<file path="config.mk">
export PLATFORM = sky130hd
export DESIGN_NAME = transport_initial_allocation
export DESIGN_NICKNAME = d
export VERILOG_FILES = /design/src/rtl/tia_pkg.sv /design/src/rtl/transport_initial_allocation.sv /design/src/rtl/tia_ctrl.sv /design/src/rtl/tia_dp.sv
export SDC_FILE = /design/constraint.sdc
export NUM_CORES = 2
export LEC_CHECK = 0
export ABC_AREA = 1
export BUFFER_PORTS_ARGS = -buffer_cell sky130_fd_sc_hd__buf_2
export CELL_PAD_IN_SITES_DETAIL_PLACEMENT = 0
export CELL_PAD_IN_SITES_GLOBAL_PLACEMENT = 2
export CORE_MARGIN = 1
export CORE_UTILIZATION = 39
export DETAILED_ROUTE_END_ITERATION = 10
export PLACE_DENSITY = 0.75
export SETUP_SLACK_MARGIN = 0.05
export SLEW_MARGIN = 20
export SYNTH_ARGS = -nofsm -noshare
export SYNTH_HDL_FRONTEND = slang
export SYNTH_SLANG_ARGS = --single-unit
</file>
<file path="constraint.sdc">
create_clock -name aclk -period 7 [get_ports aclk]
set_clock_uncertainty 0.15 [all_clocks]
set_input_delay 1.4 -clock aclk [delete_from_list [all_inputs] [get_ports aclk]]
set_output_delay 1.4 -clock aclk [all_outputs]
set_load 0.01 [all_outputs]
</file>
<file path="src/rtl/tia_pkg.sv">
// shared constants, codes and controller/datapath structs for the
// transportation initial allocation block; no dependencies
package tia_pkg;

    // problem size and value width
    localparam int ROWS       = 8;
    localparam int COLS       = 8;
    localparam int VALUE_BITS = 16;

    localparam int ROW_BITS    = (ROWS > 1) ? $clog2(ROWS) : 1;
    localparam int COL_BITS    = (COLS > 1) ? $clog2(COLS) : 1;
    localparam int CELLS       = ROWS * COLS;
    localparam int ADDR_BITS   = (CELLS > 1) ? $clog2(CELLS) : 1;
    localparam int AMOUNT_BITS = VALUE_BITS - 1;
    localparam int PROD_BITS   = 2 * AMOUNT_BITS;
    localparam int DIFF_BITS   = VALUE_BITS + 2;
    localparam int SSUM_BITS   = VALUE_BITS + 5;
    localparam int SUM_BITS    = 34;
    localparam int TOTAL_BITS  = 33;
    localparam int MAX_RES     = ROWS + COLS - 1;
    localparam int N_BITS      = $clog2(ROWS + COLS);

    // input commands
    localparam logic [1:0] CMD_LOAD_COST   = 2'd0;
    localparam logic [1:0] CMD_LOAD_SUPPLY = 2'd1;
    localparam logic [1:0] CMD_LOAD_DEMAND = 2'd2;
    localparam logic [1:0] CMD_START       = 2'd3;

    // result status
    localparam logic [1:0] STATUS_OK    = 2'd0;
    localparam logic [1:0] STATUS_NEG   = 2'd1;
    localparam logic [1:0] STATUS_UNBAL = 2'd2;

    // what the datapath does with a cell read back from the cost memory
    localparam logic [1:0] MODE_CHECK = 2'd0;
    localparam logic [1:0] MODE_MAX   = 2'd1;
    localparam logic [1:0] MODE_SEL   = 2'd2;

    typedef struct packed {
        logic       load;
        logic       start_check;
        logic       scan;
        logic [1:0] mode;
        logic       init_solve;
        logic       start_round;
        logic       do_alloc;
        logic       do_mul;
        logic       do_acc;
        logic       load_err;
        logic [1:0] err_code;
    } tia_cmd_t;

    typedef struct packed {
        logic scan_last;
        logic neg;
        logic sums_eq;
        logic out_taken;
        logic out_last;
    } tia_stat_t;

endpackage

</file>
<file path="src/rtl/transport_initial_allocation.sv">
// top level of the transportation initial allocation block (Russell's method)
// instantiates tia_ctrl and tia_dp; depends on tia_pkg
//
//  channel | ports                                            | direction
//  s_      | s_command s_row s_col s_value, s_valid/s_ready   | load and start beats in
//  m_      | m_status m_alloc_row m_alloc_col m_amount        | allocation beats out
//          | m_total_cost m_last, m_valid/m_ready             |
//
// a load beat is taken while idle; start runs a check pass over every cell,
// then each allocation round runs its scan passes, its alloc, multiply and
// accumulate steps and then its result beat; the cost memory has one read port
// the solver walks every cell once for the maxima and once for the selection
// s_ready is high only while idle; a stalled result beat holds the solver
// synchronous active-low reset returns to idle with all lines open
module transport_initial_allocation (
    input  logic                                  aclk,
    input  logic                                  aresetn,
    input  logic                                  s_valid,
    output logic                                  s_ready,
    input  logic [1:0]                            s_command,
    input  logic [tia_pkg::ROW_BITS-1:0]          s_row,
    input  logic [tia_pkg::COL_BITS-1:0]          s_col,
    input  logic signed [tia_pkg::VALUE_BITS-1:0] s_value,
    output logic                                  m_valid,
    input  logic                                  m_ready,
    output logic [1:0]                            m_status,
    output logic [tia_pkg::ROW_BITS-1:0]          m_alloc_row,
    output logic [tia_pkg::COL_BITS-1:0]          m_alloc_col,
    output logic [tia_pkg::AMOUNT_BITS-1:0]       m_amount,
    output logic [tia_pkg::TOTAL_BITS-1:0]        m_total_cost,
    output logic                                  m_last
);

    tia_pkg::tia_cmd_t  cmd;
    tia_pkg::tia_stat_t stat;

    // sequencer
    tia_ctrl u_ctrl (
        .aclk      (aclk),
        .aresetn   (aresetn),
        .s_valid   (s_valid),
        .s_command (s_command),
        .s_ready   (s_ready),
        .stat      (stat),
        .cmd       (cmd)
    );

    // storage and arithmetic
    tia_dp u_dp (
        .aclk         (aclk),
        .aresetn      (aresetn),
        .cmd          (cmd),
        .stat         (stat),
        .s_command    (s_command),
        .s_row        (s_row),
        .s_col        (s_col),
        .s_value      (s_value),
        .m_valid      (m_valid),
        .m_ready      (m_ready),
        .m_status     (m_status),
        .m_alloc_row  (m_alloc_row),
        .m_alloc_col  (m_alloc_col),
        .m_amount     (m_amount),
        .m_total_cost (m_total_cost),
        .m_last       (m_last)
    );

endmodule

</file>
<file path="src/rtl/tia_ctrl.sv">
// controller state machine for the transportation initial allocation block
// depends on tia_pkg for command and status structs
module tia_ctrl (
    input  logic                aclk,
    input  logic                aresetn,
    input  logic                s_valid,
    input  logic [1:0]          s_command,
    output logic                s_ready,
    input  tia_pkg::tia_stat_t  stat,
    output tia_pkg::tia_cmd_t   cmd
);

    localparam logic [3:0] ST_IDLE  = 4'd0;
    localparam logic [3:0] ST_CHK   = 4'd1;
    localparam logic [3:0] ST_CHKE  = 4'd2;
    localparam logic [3:0] ST_CHKV  = 4'd3;
    localparam logic [3:0] ST_MAXP  = 4'd4;
    localparam logic [3:0] ST_MAXE  = 4'd5;
    localparam logic [3:0] ST_SELP  = 4'd6;
    localparam logic [3:0] ST_SELE  = 4'd7;
    localparam logic [3:0] ST_ALLOC = 4'd8;
    localparam logic [3:0] ST_MUL   = 4'd9;
    localparam logic [3:0] ST_ACC   = 4'd10;
    localparam logic [3:0] ST_EMIT  = 4'd11;

    logic [3:0] state_reg;
    logic [3:0] state_next;

    // next state and commands
    always_comb begin
        state_next = state_reg;
        cmd        = '0;
        s_ready    = 1'b0;
        unique case (state_reg)
            ST_IDLE: begin
                s_ready  = 1'b1;
                cmd.load = s_valid;
                if (s_valid && s_command == tia_pkg::CMD_START) begin
                    cmd.start_check = 1'b1;
                    state_next      = ST_CHK;
                end
            end
            ST_CHK: begin
                cmd.scan = 1'b1;
                cmd.mode = tia_pkg::MODE_CHECK;
                if (stat.scan_last) state_next = ST_CHKE;
            end
            ST_CHKE: begin
                cmd.mode   = tia_pkg::MODE_CHECK;
                state_next = ST_CHKV;
            end
            ST_CHKV: begin
                priority if (stat.neg) begin
                    cmd.load_err = 1'b1;
                    cmd.err_code = tia_pkg::STATUS_NEG;
                    state_next   = ST_EMIT;
                end else if (!stat.sums_eq) begin
                    cmd.load_err = 1'b1;
                    cmd.err_code = tia_pkg::STATUS_UNBAL;
                    state_next   = ST_EMIT;
                end else begin
                    cmd.init_solve  = 1'b1;
                    cmd.start_round = 1'b1;
                    state_next      = ST_MAXP;
                end
            end
            ST_MAXP: begin
                cmd.scan = 1'b1;
                cmd.mode = tia_pkg::MODE_MAX;
                if (stat.scan_last) state_next = ST_MAXE;
            end
            ST_MAXE: begin
                cmd.mode   = tia_pkg::MODE_MAX;
                state_next = ST_SELP;
            end
            ST_SELP: begin
                cmd.scan = 1'b1;
                cmd.mode = tia_pkg::MODE_SEL;
                if (stat.scan_last) state_next = ST_SELE;
            end
            ST_SELE: begin
                cmd.mode   = tia_pkg::MODE_SEL;
                state_next = ST_ALLOC;
            end
            ST_ALLOC: begin
                cmd.do_alloc = 1'b1;
                state_next   = ST_MUL;
            end
            ST_MUL: begin
                cmd.do_mul = 1'b1;
                state_next = ST_ACC;
            end
            ST_ACC: begin
                cmd.do_acc = 1'b1;
                state_next = ST_EMIT;
            end
            ST_EMIT: begin
                if (stat.out_taken) begin
                    if (stat.out_last) begin
                        state_next = ST_IDLE;
                    end else begin
                        cmd.start_round = 1'b1;
                        state_next      = ST_MAXP;
                    end
                end
            end
            default: state_next = ST_IDLE;
        endcase
    end

    // state register
    always_ff @(posedge aclk) begin
        if (!aresetn) begin
            state_reg <= ST_IDLE;
        end else begin
            state_reg <= state_next;
        end
    end

endmodule

</file>
<file path="src/rtl/tia_dp.sv">
// datapath: cost memory, supply/demand stores, line maxima, cell selection,
// allocation arithmetic and result register; depends on tia_pkg
module tia_dp (
    input  logic                                  aclk,
    input  logic                                  aresetn,
    input  tia_pkg::tia_cmd_t                     cmd,
    output tia_pkg::tia_stat_t                    stat,
    input  logic [1:0]                            s_command,
    input  logic [tia_pkg::ROW_BITS-1:0]          s_row,
    input  logic [tia_pkg::COL_BITS-1:0]          s_col,
    input  logic signed [tia_pkg::VALUE_BITS-1:0] s_value,
    output logic                                  m_valid,
    input  logic                                  m_ready,
    output logic [1:0]                            m_status,
    output logic [tia_pkg::ROW_BITS-1:0]          m_alloc_row,
    output logic [tia_pkg::COL_BITS-1:0]          m_alloc_col,
    output logic [tia_pkg::AMOUNT_BITS-1:0]       m_amount,
    output logic [tia_pkg::TOTAL_BITS-1:0]        m_total_cost,
    output logic                                  m_last
);

    localparam int RB = tia_pkg::ROW_BITS;
    localparam int CB = tia_pkg::COL_BITS;
    localparam int VB = tia_pkg::VALUE_BITS;

    // stores
    logic signed [VB-1:0] cost_mem   [tia_pkg::CELLS];
    logic signed [VB-1:0] supply_reg [tia_pkg::ROWS];
    logic signed [VB-1:0] demand_reg [tia_pkg::COLS];
    logic signed [VB-1:0] u_reg      [tia_pkg::ROWS];
    logic signed [VB-1:0] v_reg      [tia_pkg::COLS];

    // scan and pipeline registers
    logic [RB-1:0]        ri_reg, pi_reg;
    logic [CB-1:0]        ci_reg, pj_reg;
    logic                 pv_reg;
    logic signed [VB-1:0] rd_data_reg;

    // check, solve and result registers
    logic                                 neg_reg;
    logic signed [tia_pkg::SSUM_BITS-1:0] ssum_reg, dsum_reg;
    logic [tia_pkg::ROWS-1:0]             row_open_reg;
    logic [tia_pkg::COLS-1:0]             col_open_reg;
    logic [tia_pkg::N_BITS-1:0]           n_reg;
    logic                                 found_reg;
    logic signed [tia_pkg::DIFF_BITS-1:0] best_d_reg;
    logic signed [VB-1:0]                 best_c_reg;
    logic [RB-1:0]                        bi_reg;
    logic [CB-1:0]                        bj_reg;
    logic [tia_pkg::AMOUNT_BITS-1:0]      amt_reg;
    logic [tia_pkg::PROD_BITS-1:0]        prod_reg;
    logic [tia_pkg::SUM_BITS-1:0]         cost_sum_reg;
    logic                                 m_valid_reg;
    logic [1:0]                           m_status_reg;
    logic [RB-1:0]                        m_row_reg;
    logic [CB-1:0]                        m_col_reg;
    logic [tia_pkg::AMOUNT_BITS-1:0]      m_amount_reg;
    logic [tia_pkg::TOTAL_BITS-1:0]       m_total_reg;
    logic                                 m_last_reg;

    // combinational helpers
    logic                                 row_ok, col_ok;
    logic [tia_pkg::ADDR_BITS-1:0]        wr_addr, rd_addr;
    logic                                 scan_last;
    logic [RB-1:0]                        sel_row;
    logic [CB-1:0]                        sel_col;
    logic signed [VB-1:0]                 sup_rd, dem_rd, amt_min;
    logic signed [VB-1:0]                 u_cur, v_cur;
    logic                                 cell_open;
    logic signed [tia_pkg::DIFF_BITS-1:0] diff;
    logic                                 better;
    logic [tia_pkg::SUM_BITS-1:0]         sum_next;
    logic [tia_pkg::ROWS-1:0]             row_open_next;
    logic [tia_pkg::COLS-1:0]             col_open_next;
    logic                                 last_next;

    // load address decode
    assign row_ok  = {1'b0, s_row} < (RB + 1)'(tia_pkg::ROWS);
    assign col_ok  = {1'b0, s_col} < (CB + 1)'(tia_pkg::COLS);
    assign wr_addr = tia_pkg::ADDR_BITS'(int'(s_row) * tia_pkg::COLS + int'(s_col));
    assign rd_addr = tia_pkg::ADDR_BITS'(int'(ri_reg) * tia_pkg::COLS + int'(ci_reg));
    assign scan_last = (ri_reg == RB'(tia_pkg::ROWS - 1)) && (ci_reg == CB'(tia_pkg::COLS - 1));

    // one read index into supply and demand
    assign sel_row = (cmd.mode == tia_pkg::MODE_CHECK && pv_reg) ? pi_reg : bi_reg;
    assign sel_col = (cmd.mode == tia_pkg::MODE_CHECK && pv_reg) ? pj_reg : bj_reg;
    assign sup_rd  = supply_reg[sel_row];
    assign dem_rd  = demand_reg[sel_col];
    assign amt_min = (sup_rd < dem_rd) ? sup_rd : dem_rd;

    // cell score for the selection pass
    assign u_cur     = u_reg[pi_reg];
    assign v_cur     = v_reg[pj_reg];
    assign cell_open = row_open_reg[pi_reg] & col_open_reg[pj_reg];
    assign diff      = tia_pkg::DIFF_BITS'(rd_data_reg) - tia_pkg::DIFF_BITS'(u_cur)
                     - tia_pkg::DIFF_BITS'(v_cur);
    assign better    = !found_reg || (diff < best_d_reg)
                     || (diff == best_d_reg && rd_data_reg < best_c_reg);

    // allocation bookkeeping, supply/demand already reduced
    assign sum_next      = cost_sum_reg + tia_pkg::SUM_BITS'(prod_reg);
    assign row_open_next = row_open_reg & ~(tia_pkg::ROWS'(sup_rd == '0) << bi_reg);
    assign col_open_next = col_open_reg & ~(tia_pkg::COLS'(dem_rd == '0) << bj_reg);
    assign last_next     = (n_reg == tia_pkg::N_BITS'(tia_pkg::MAX_RES - 1))
                         || (row_open_next == '0) || (col_open_next == '0);

    // cost memory
    always_ff @(posedge aclk) begin
        if (cmd.load && s_command == tia_pkg::CMD_LOAD_COST && row_ok && col_ok) begin
            cost_mem[wr_addr] <= s_value;
        end
        rd_data_reg <= cost_mem[rd_addr];
    end

    // supply, demand and line maxima
    always_ff @(posedge aclk) begin
        if (cmd.load && s_command == tia_pkg::CMD_LOAD_SUPPLY && row_ok) begin
            supply_reg[s_row] <= s_value;
        end
        if (cmd.load && s_command == tia_pkg::CMD_LOAD_DEMAND && col_ok) begin
            demand_reg[s_col] <= s_value;
        end
        if (cmd.do_mul) begin
            supply_reg[bi_reg] <= sup_rd - $signed({1'b0, amt_reg});
            demand_reg[bj_reg] <= dem_rd - $signed({1'b0, amt_reg});
        end
        if (cmd.start_round) begin
            for (int k = 0; k < tia_pkg::ROWS; k++) u_reg[k] <= '0;
            for (int k = 0; k < tia_pkg::COLS; k++) v_reg[k] <= '0;
        end else if (pv_reg && cmd.mode == tia_pkg::MODE_MAX && cell_open) begin
            if (rd_data_reg > u_cur) u_reg[pi_reg] <= rd_data_reg;
            if (rd_data_reg > v_cur) v_reg[pj_reg] <= rd_data_reg;
        end
    end

    // payload registers of the solve
    always_ff @(posedge aclk) begin
        if (cmd.start_check) begin
            ssum_reg <= '0;
            dsum_reg <= '0;
        end else if (pv_reg && cmd.mode == tia_pkg::MODE_CHECK) begin
            if (pj_reg == '0) ssum_reg <= ssum_reg + tia_pkg::SSUM_BITS'(sup_rd);
            if (pi_reg == '0) dsum_reg <= dsum_reg + tia_pkg::SSUM_BITS'(dem_rd);
        end
        if (pv_reg && cmd.mode == tia_pkg::MODE_SEL && cell_open && better) begin
            best_d_reg <= diff;
            best_c_reg <= rd_data_reg;
            bi_reg     <= pi_reg;
            bj_reg     <= pj_reg;
        end
        if (cmd.do_alloc) amt_reg <= amt_min[tia_pkg::AMOUNT_BITS-1:0];
        if (cmd.do_mul) prod_reg <= amt_reg * best_c_reg[tia_pkg::AMOUNT_BITS-1:0];
        if (cmd.load_err) begin
            m_status_reg <= cmd.err_code;
            m_row_reg    <= '0;
            m_col_reg    <= '0;
            m_amount_reg <= '0;
            m_total_reg  <= '0;
            m_last_reg   <= 1'b1;
        end else if (cmd.do_acc) begin
            m_status_reg <= tia_pkg::STATUS_OK;
            m_row_reg    <= bi_reg;
            m_col_reg    <= bj_reg;
            m_amount_reg <= amt_reg;
            m_total_reg  <= sum_next[tia_pkg::TOTAL_BITS-1:0];
            m_last_reg   <= last_next;
        end
    end

    // control registers
    always_ff @(posedge aclk) begin
        if (!aresetn) begin
            ri_reg       <= '0;
            ci_reg       <= '0;
            pi_reg       <= '0;
            pj_reg       <= '0;
            pv_reg       <= 1'b0;
            neg_reg      <= 1'b0;
            row_open_reg <= '1;
            col_open_reg <= '1;
            n_reg        <= '0;
            found_reg    <= 1'b0;
            cost_sum_reg <= '0;
            m_valid_reg  <= 1'b0;
        end else begin
            // cell scan, row-major, one memory read a cycle
            pv_reg <= cmd.scan;
            pi_reg <= ri_reg;
            pj_reg <= ci_reg;
            if (cmd.scan) begin
                if (ci_reg == CB'(tia_pkg::COLS - 1)) begin
                    ci_reg <= '0;
                    ri_reg <= scan_last ? '0 : ri_reg + 1'b1;
                end else begin
                    ci_reg <= ci_reg + 1'b1;
                end
            end
            // negative value search
            if (cmd.start_check) begin
                neg_reg <= 1'b0;
            end else if (pv_reg && cmd.mode == tia_pkg::MODE_CHECK) begin
                if (rd_data_reg < 0) neg_reg <= 1'b1;
                if (pj_reg == '0 && sup_rd < 0) neg_reg <= 1'b1;
                if (pi_reg == '0 && dem_rd < 0) neg_reg <= 1'b1;
            end
            // open lines, round count and running cost
            if (cmd.init_solve) begin
                row_open_reg <= '1;
                col_open_reg <= '1;
                n_reg        <= '0;
                cost_sum_reg <= '0;
            end else if (cmd.do_acc) begin
                row_open_reg <= row_open_next;
                col_open_reg <= col_open_next;
                n_reg        <= n_reg + 1'b1;
                cost_sum_reg <= sum_next;
            end
            if (cmd.start_round) begin
                found_reg <= 1'b0;
            end else if (pv_reg && cmd.mode == tia_pkg::MODE_SEL && cell_open) begin
                found_reg <= 1'b1;
            end
            // result beat
            if (cmd.load_err || cmd.do_acc) begin
                m_valid_reg <= 1'b1;
            end else if (m_ready) begin
                m_valid_reg <= 1'b0;
            end
        end
    end

    assign stat.scan_last = scan_last;
    assign stat.neg       = neg_reg;
    assign stat.sums_eq   = (ssum_reg == dsum_reg);
    assign stat.out_taken = m_valid_reg & m_ready;
    assign stat.out_last  = m_last_reg;

    assign m_valid      = m_valid_reg;
    assign m_status     = m_status_reg;
    assign m_alloc_row  = m_row_reg;
    assign m_alloc_col  = m_col_reg;
    assign m_amount     = m_amount_reg;
    assign m_total_cost = m_total_reg;
    assign m_last       = m_last_reg;

    // scan counters rest at the first cell between passes
    a_scan_rest: assert property (@(posedge aclk) disable iff (!aresetn)
        !cmd.scan |-> (ri_reg == '0 && ci_reg == '0))
        else $error("scan counters not at first cell");

    // rows never reopen except at the start of a solve
    a_rows_close: assert property (@(posedge aclk) disable iff (!aresetn)
        !$past(cmd.init_solve) |-> ((row_open_reg & ~$past(row_open_reg)) == '0))
        else $error("closed row reopened");

    // round count bounded by ROWS+COLS-1, one fewer than the number of lines
    a_rounds: assert property (@(posedge aclk) disable iff (!aresetn)
        n_reg <= tia_pkg::N_BITS'(tia_pkg::MAX_RES))
        else $error("too many allocation rounds");

    // an error beat is always the final one
    a_err_last: assert property (@(posedge aclk) disable iff (!aresetn)
        cmd.load_err |=> (m_valid_reg && m_last_reg))
        else $error("error result not marked last");

endmodule
</file>
Word-level counts from Yosys, hierarchy flattened. Memory sizes are Yosys's and may differ from the RTL's. A register that Yosys moved wholly into a read port is not among the register bits. Cells that the tools add are included.

Register bits after elaboration: 258. Latch bits: 0. Memory bits (writable): 1536. Memory bits (read-only): 0. Input port bits: 28. Output and inout port bits: 59. Logic and storage cells: 211. Memories kept: 5.

Add/sub/neg operators: 12. Multipliers: 1. Divide/modulo/power cells: 0. Magnitude comparators: 10. Equality and inequality tests: 26. Shifts and indexed selects: 2. Multiplexer cells: 74. Bitwise operators: 7. Reduce and logical (&&, ||, !) cells: 47.

Memories: u_dp.cost_mem (words 64, width 16, rd ports 1, clocked after memory_dff 1, write ports 1, line tia_dp.sv:27) `logic signed [VB-1:0] cost_mem [tia_pkg::CELLS];`; u_dp.demand_reg (words 8, width 16, rd ports 1, clocked after memory_dff 0, write ports 1, line tia_dp.sv:29) `logic signed [VB-1:0] demand_reg [tia_pkg::COLS];`; u_dp.supply_reg (words 8, width 16, rd ports 1, clocked after memory_dff 0, write ports 1, line tia_dp.sv:28) `logic signed [VB-1:0] supply_reg [tia_pkg::ROWS];`; u_dp.u_reg (words 8, width 16, rd ports 1, clocked after memory_dff 1, write ports 8, line tia_dp.sv:30) `logic signed [VB-1:0] u_reg [tia_pkg::ROWS];`; u_dp.v_reg (words 8, width 16, rd ports 1, clocked after memory_dff 1, write ports 8, line tia_dp.sv:31) `logic signed [VB-1:0] v_reg [tia_pkg::COLS];`.

Operators by type and width (number): 16-bit 2-to-1 mux (4); 16-bit OR reduction (4); 16-bit by 1-bit < comparator with 1-bit output (second input constant) (3); 4-bit case mux with 12 select lines (1); 21-bit by 16-bit adder with 21-bit output (2); 3-bit 2-to-1 mux (14); 1-bit 2-to-1 mux (38); 34-bit by 30-bit adder with 34-bit output (1); 16-bit > comparator (2); 16-bit logical NOT (2); 16-bit < comparator (2); 16-bit subtractor (2); 15-bit by 15-bit multiplier with 30-bit output (1); 4-bit 2-to-1 mux (7); 21-bit == test (1); 4-bit == test (second input constant) (5); 18-bit == test (1); 18-bit < comparator (1); 17-bit by 16-bit subtractor with 18-bit output (1); 16-bit by 16-bit subtractor with 17-bit output (1); 8-bit AND (2); 4-bit by 3-bit == test with 1-bit output (second input constant) (4); 8-bit logical NOT (2); 8-bit inverter (2); other kinds (31) (76).

Logic depth before layout (Yosys ltp). An unclocked memory read counts as a cell.

Depth in word-level cells: 14. Gate-level depth with buffers: 34. Depth with buffers taken out: 33.

By module. A second synthesis with hierarchy kept.

Cells, all modules: 8826. Area, all modules: 89948.8 um2.

Modules (own cells, without submodules): tia_dp (instances 1, cells an instance 8750, area each 89527.1 um2, sequential area each 52380.2 um2); tia_ctrl (instances 1, cells an instance 76, area each 421.7 um2, sequential area each 80.1 um2).

Least setup slack after synthesis. Ideal clock, no wire load.

Kind: register to register. Start: reg u_dp.pj_reg[0]. End: reg u_dp.best_c_reg[0], enable pin. Library setup time: 451 ps. Arrival time: 6807 ps. Data required time: 6399 ps. Path slack: -408 ps. Cell stages (with the launch flop): 32. Buffers on the path: 2. Period minus slack after synthesis: 7408 ps. Path through: dfxtp_1 > buf_4 > clkinv_1 > nor3_2 > clkbuf_1 > a221oi_1 > nand2_1 > inv_1 > fa_1 > inv_1 > ha_1 > nor2_1 > fa_1 > nand3b_1 > and2_1 > o221ai_1 > a21oi_1 > o21bai_1 > nand2_1 > inv_1 > nand2_1 > nand2_1 > nand3_1 > o21bai_1 > xor2_1 > ha_1 > nand2_1 > nor2_1 > nand3_1 > nor4_1 > o2111ai_1 > a21oi_1.

Word-level cells in the longest chain between the ends: 5.

RTL lines: start, declared (line tia_dp.sv:35) `logic [CB-1:0] ci_reg, pj_reg;`; start signal, assigned (line tia_dp.sv:189) `pj_reg <= ci_reg;`; 1-bit binary-select mux with 3-bit select (line tia_dp.sv:94) `assign cell_open = row_open_reg[pi_reg] & col_open_reg[pj_reg];`; 1-bit 2-to-1 mux (not written as such) (line tia_dp.sv:94); 1-bit AND (line tia_dp.sv:94); 1-bit logical AND (2 in series) (line tia_dp.sv:145) `if (pv_reg && cmd.mode == tia_pkg::MODE_SEL && cell_open && better) begin`; end signal, assigned (line tia_dp.sv:147) `best_c_reg <= rd_data_reg;`; end, declared (line tia_dp.sv:47) `logic signed [VB-1:0] best_c_reg;`.

Every way passes these cells. The select of a mux whose other input is x is not followed. A chain may end at the register's enable or synchronous reset.

Worst setup path in the final report.
Start: reg u_dp.pi_reg[1]. End: reg u_dp.best_d_reg[1] (netlist name), enable pin.

Word-level cells in the longest chain between the ends: 5.

RTL lines: start, declared (line tia_dp.sv:34) `logic [RB-1:0] ri_reg, pi_reg;`; start signal, assigned (line tia_dp.sv:188) `pi_reg <= ri_reg;`; 1-bit binary-select mux with 3-bit select (line tia_dp.sv:94); 1-bit 2-to-1 mux (not written as such) (line tia_dp.sv:94); 1-bit AND (line tia_dp.sv:94); 1-bit logical AND (2 in series) (line tia_dp.sv:145); end signal, assigned (line tia_dp.sv:146) `best_d_reg <= diff;`; end, declared (line tia_dp.sv:46) `logic signed [tia_pkg::DIFF_BITS-1:0] best_d_reg;`.

Every way passes these cells. The select of a mux whose other input is x is not followed.

==> results.md <==
* GRT overflow at 0
* FF-to-FF Start: u_dp.pi_reg[1]$_SDFF_PN0_
* CTS root buf: clkbuf_16
* Largest net degree at the start of global routing at around 180
* Post-route DRC violation count at 0
* Routed wire length at around 270000 um
* Die H at ~470 um
* Clock buffer depth at 3
* Synth Area in Simple Gates at 0.1287
* Synth Area in XOR/XNOR at 0.01087
* Final Setup Violations at 0
* R2R cell count at 32
* Power per cell area at roughly 330 mW/mm2
* Mux share of post-synthesis cell area at 0
* Peak supply drop at approximately 0.32 mV
* Vias per inst at 5.302
* Synth warn at 0
* I/O pin count at 87
* CTS tree: built
* Syn-to-layout area delta at 12.52%
* Hold Startpoint: u_dp.m_total_cost[8]$_SDFFE_PP0P_
* Final Cycle Share at 0.9175
* Clock-pin slew on the worst setup and hold paths at 0.06 ns
* P_sw at roughly 11000 uW
* Core Box Area at approximately 0.22 mm2
* Clk_lat worst skew at 0.87 ns
* Multi-input logic area at ~0.029 mm2
* Initial antenna violation count at 14
* Slowest cell on crit path: dfxtp_1
* Wirelength per Cell at 23.37 um
* Worst path required time at between 7 and 8 ns
* Tmin final at roughly 6.4 ns
* RSZ-0062 raised after global routing: no
* Largest register FFs at 1024
* Dpl hpwl at roughly 180000 um
* Dominant synthesized flop cell: edfxtp_1
* Sequential Area at about 0.052 mm2
* # rows at approximately 170
* Ys async rst share at 0
* Status: finished clean
* Power Total at around 32000 uW
* Synth unique cells at between 50 and 60
* EDFF count, synth at 1623
* Power Internal at between 20000 and 25000 uW
* Max-cap violations at 0
* R2r endpoint: u_dp.best_d_reg[1]$_DFFE_PP_
* DRT antenna net count at 0
* Hold Vio Cnt, Final at 0
* Worst R2R Setup Slack at between 0.5 and 0.6 ns
* Gr usage total at 0.2367
* Min-Delay Endpoint: u_dp.m_total_cost[8]$_SDFFE_PP0P_
* Top reg by flops: u_dp.cost_mem
* Startpoint types: flop
* Lkg Pwr at around 0.04 uW
* Register area share after synthesis at 0.6029
* Clk pwr share at 0.317
* Share of layout cells above drive strength 1 at 0.08158
* Cell mode on critical path: nand2_1
* Hold path cells at 2
* Sequential Power Share at 0.393
* Setup TNS at 0 ns
* Clock sinks at around 1800
* Critical path's largest stage delay at roughly 0.57 ns
* Hold Buf Count CTS at 0
* Fill cell count at about 21000
* Largest family of logic cells by synthesized area: simple AND/OR/NAND/NOR gates
* Switching share of power at 0.3480
* Net Count, Synth at about 8800
* Final Wtd Congestion at around 0.86
* Gate Count Post-Synth at slightly above 8000
* Vias in the first global route at around 59000
* Synth Area per Inst at between 10 and 15 um2
* First-pass GRT wire length at 394900 um
* H-tree depth at 4
* Die W at between 400 and 500 um
* Cell area after synthesis at ~0.087 mm2
* Max-slew violations at 0
* Total CTS buffers at 195
* Crit path capture type: flop
* Compound-Gate Fraction of Synth Area at 0.1106
* Worst slew pin tran at 1.137 ns
* Max Fclk at roughly 0.16 GHz
* Vias post-DR at ~60000
* Worst Path Max Fanout at 24
* Count of nets after finishing at just under 9000
* Initial Utilization at 0.3918
* Drt first pass iters at 6
* Post-synthesis adder-cell area fraction at 0.08625
* Die Footprint at approximately 0.23 mm2
* Rel. slew slack at 0.2397
* Comb pwr share at 0.290
* Number of DRC markers in iteration 0 at 5003
* Hold WC Path Type: reg2reg
* IO buf count at 86
* Kind of critical path: reg2reg
* CP arrival at between 6 and 7 ns
* Yosys reg bits at between 1500 and 2000
## cell type report
class | instances | share of cell area
inverters | 968 | 0.03734
well taps | 2975 | 0.03802
multi-input cells | 5043 | 0.2999
flip-flops and latches | 1809 | 0.5360
repair buffers | 331 | 0.02442
diodes | 7 | 0.0001789
clock inverters | 122 | 0.01191
clock buffers | 234 | 0.05228
## cells by family after synthesis
logic type | after synthesis
AND/OR/NAND/NOR | 2764
XOR/XNOR | 108
flip-flops | 1809
adder cells (fa/ha/maj) | 487
buffers and inverters | 1386
AO/OA/AOI/OAI | 1684
## layout by cell type (no fill, tap or decap), types with 24 or more instances in the layout
cell | netlist | layout
o221ai_1 | 43 | 43
nor2_1 | 1160 | 1152
buf_2 | 32 | 84
dfxtp_1 | 186 | 180
edfxtp_1 | 1623 | 1623
clkinv_2 | 0 | 41
o211ai_1 | 24 | 24
fa_1 | 188 | 188
xor2_1 | 65 | 65
xnor2_1 | 43 | 43
nand3_1 | 314 | 314
a22oi_1 | 28 | 28
clkbuf_16 | 0 | 197
inv_1 | 955 | 951
a22o_1 | 33 | 33
a21oi_1 | 270 | 268
o21ai_0 | 861 | 854
o22ai_1 | 277 | 277
buf_4 | 4 | 237
clkinv_1 | 9 | 57
ha_1 | 299 | 299
nand2_1 | 1146 | 1143
nand4_1 | 62 | 62
a221oi_1 | 45 | 45
clkbuf_1 | 370 | 32
## power groups by stage
stage / logic (uW) / clock network (uW) / registers, uW
5_1_grt: 10300 / 10700 / 12600
3_3_place_gp: 9200 / 0 / 12800
3_5_place_dp: 9230 / 0 / 12800
6_report: 9260 / 10100 / 12600
2_1_floorplan: 6180 / 0 / 12600
4_1_cts: 9270 / 10300 / 12600
## timing repair
item,in CTS,in global routing
endpoints found under the setup margin,0,40
gates resized for setup,0,7
buffers inserted,0,2
## critical path: cells and delay by family, from the launching register on
kind | cells | cell delay (ns)
and+or+nand+nor | 13 | 1.59
AOI/OAI and AO/OA | 8 | 1.32
xor gates and xnor gates | 1 | 0.12
DFF | 1 | 0.57
buffers and inverters | 6 | 0.97
adders and majority gates | 4 | 1.34
## through the flow
stage	util	setup slack [ns]	cell area (um2)	hold WS, ns	cells
after floorplan	-	0.3651	87020	0.2529	8238
after global placement	0.4123	0.2966	91560	0.2741	11124
after CTS	0.4406	0.2167	97850	0.2963	11480
after detailed placement	0.4123	0.2487	91560	0.2812	11124
after global routing	0.4408	0.06889	97900	0.3198	11484
final	0.4409	0.5778	97910	0.2906	11489
## how the worst max path moves through the flow
stage / startpoint / to / slack [ns] / cells past startpoint
CTS: u_dp.pi_reg[0]$_SDFF_PN0_ / u_dp.best_d_reg[3]$_DFFE_PP_ / 0.22 / 32
finish: u_dp.pi_reg[1]$_SDFF_PN0_ / u_dp.best_d_reg[1]$_DFFE_PP_ / 0.58 / 32
detailed placement: u_dp.pi_reg[0]$_SDFF_PN0_ / u_dp.bj_reg[1]$_DFFE_PP_ / 0.25 / 32
floorplan: u_dp.pj_reg[0]$_SDFF_PN0_ / u_dp.best_c_reg[0]$_DFFE_PP_ / 0.37 / 31
global route: u_dp.pj_reg[0]$_SDFF_PN0_ / u_dp.best_d_reg[2]$_DFFE_PP_ / 0.07 / 30
global placement: u_dp.pi_reg[0]$_SDFF_PN0_ / u_dp.bi_reg[1]$_DFFE_PP_ / 0.30 / 32
## Yosys cell counts (all sizes together), types with 9 or more instances
cell	count	area, um2
a221oi	45	394.1
o22ai	277	1733
a22oi	28	210.2
a22o	33	289.0
a31oi	16	100.1
o32ai	10	87.58
dfxtp	186	3724
edfxtp	1623	48740
nand3	314	1572
a21o	11	82.58
o221ai	43	376.6
nor3	30	242.7
clkbuf	370	1389
nand2	1166	4432
nand4	62	387.9
o211ai	25	192.7
fa	188	3764
ha	299	3741
clkinv	9	33.78
xor2	65	569.3
o21ai	869	4357
buf	48	257.7
a21oi	270	1351
or2	10	62.56
o21a	10	75.07
inv	959	3600
o31ai	13	97.59
nor2	1162	4372
xnor2	43	376.6
## routing by layer
layer | part of all wire | track usage | up-vias | routed length [um]
met5 | 0 | 0 | - | 0
met4 | 0.026 | 0.06325 | 0 | 6893
met3 | 0.052 | 0.02603 | 339 | 13870
met2 | 0.48 | 0.3949 | 1748 | 128400
met1 | 0.44 | 0.3261 | 30210 | 119300
li1 | - | - | 28622 | -
Power figures use the tool's default switching activity.
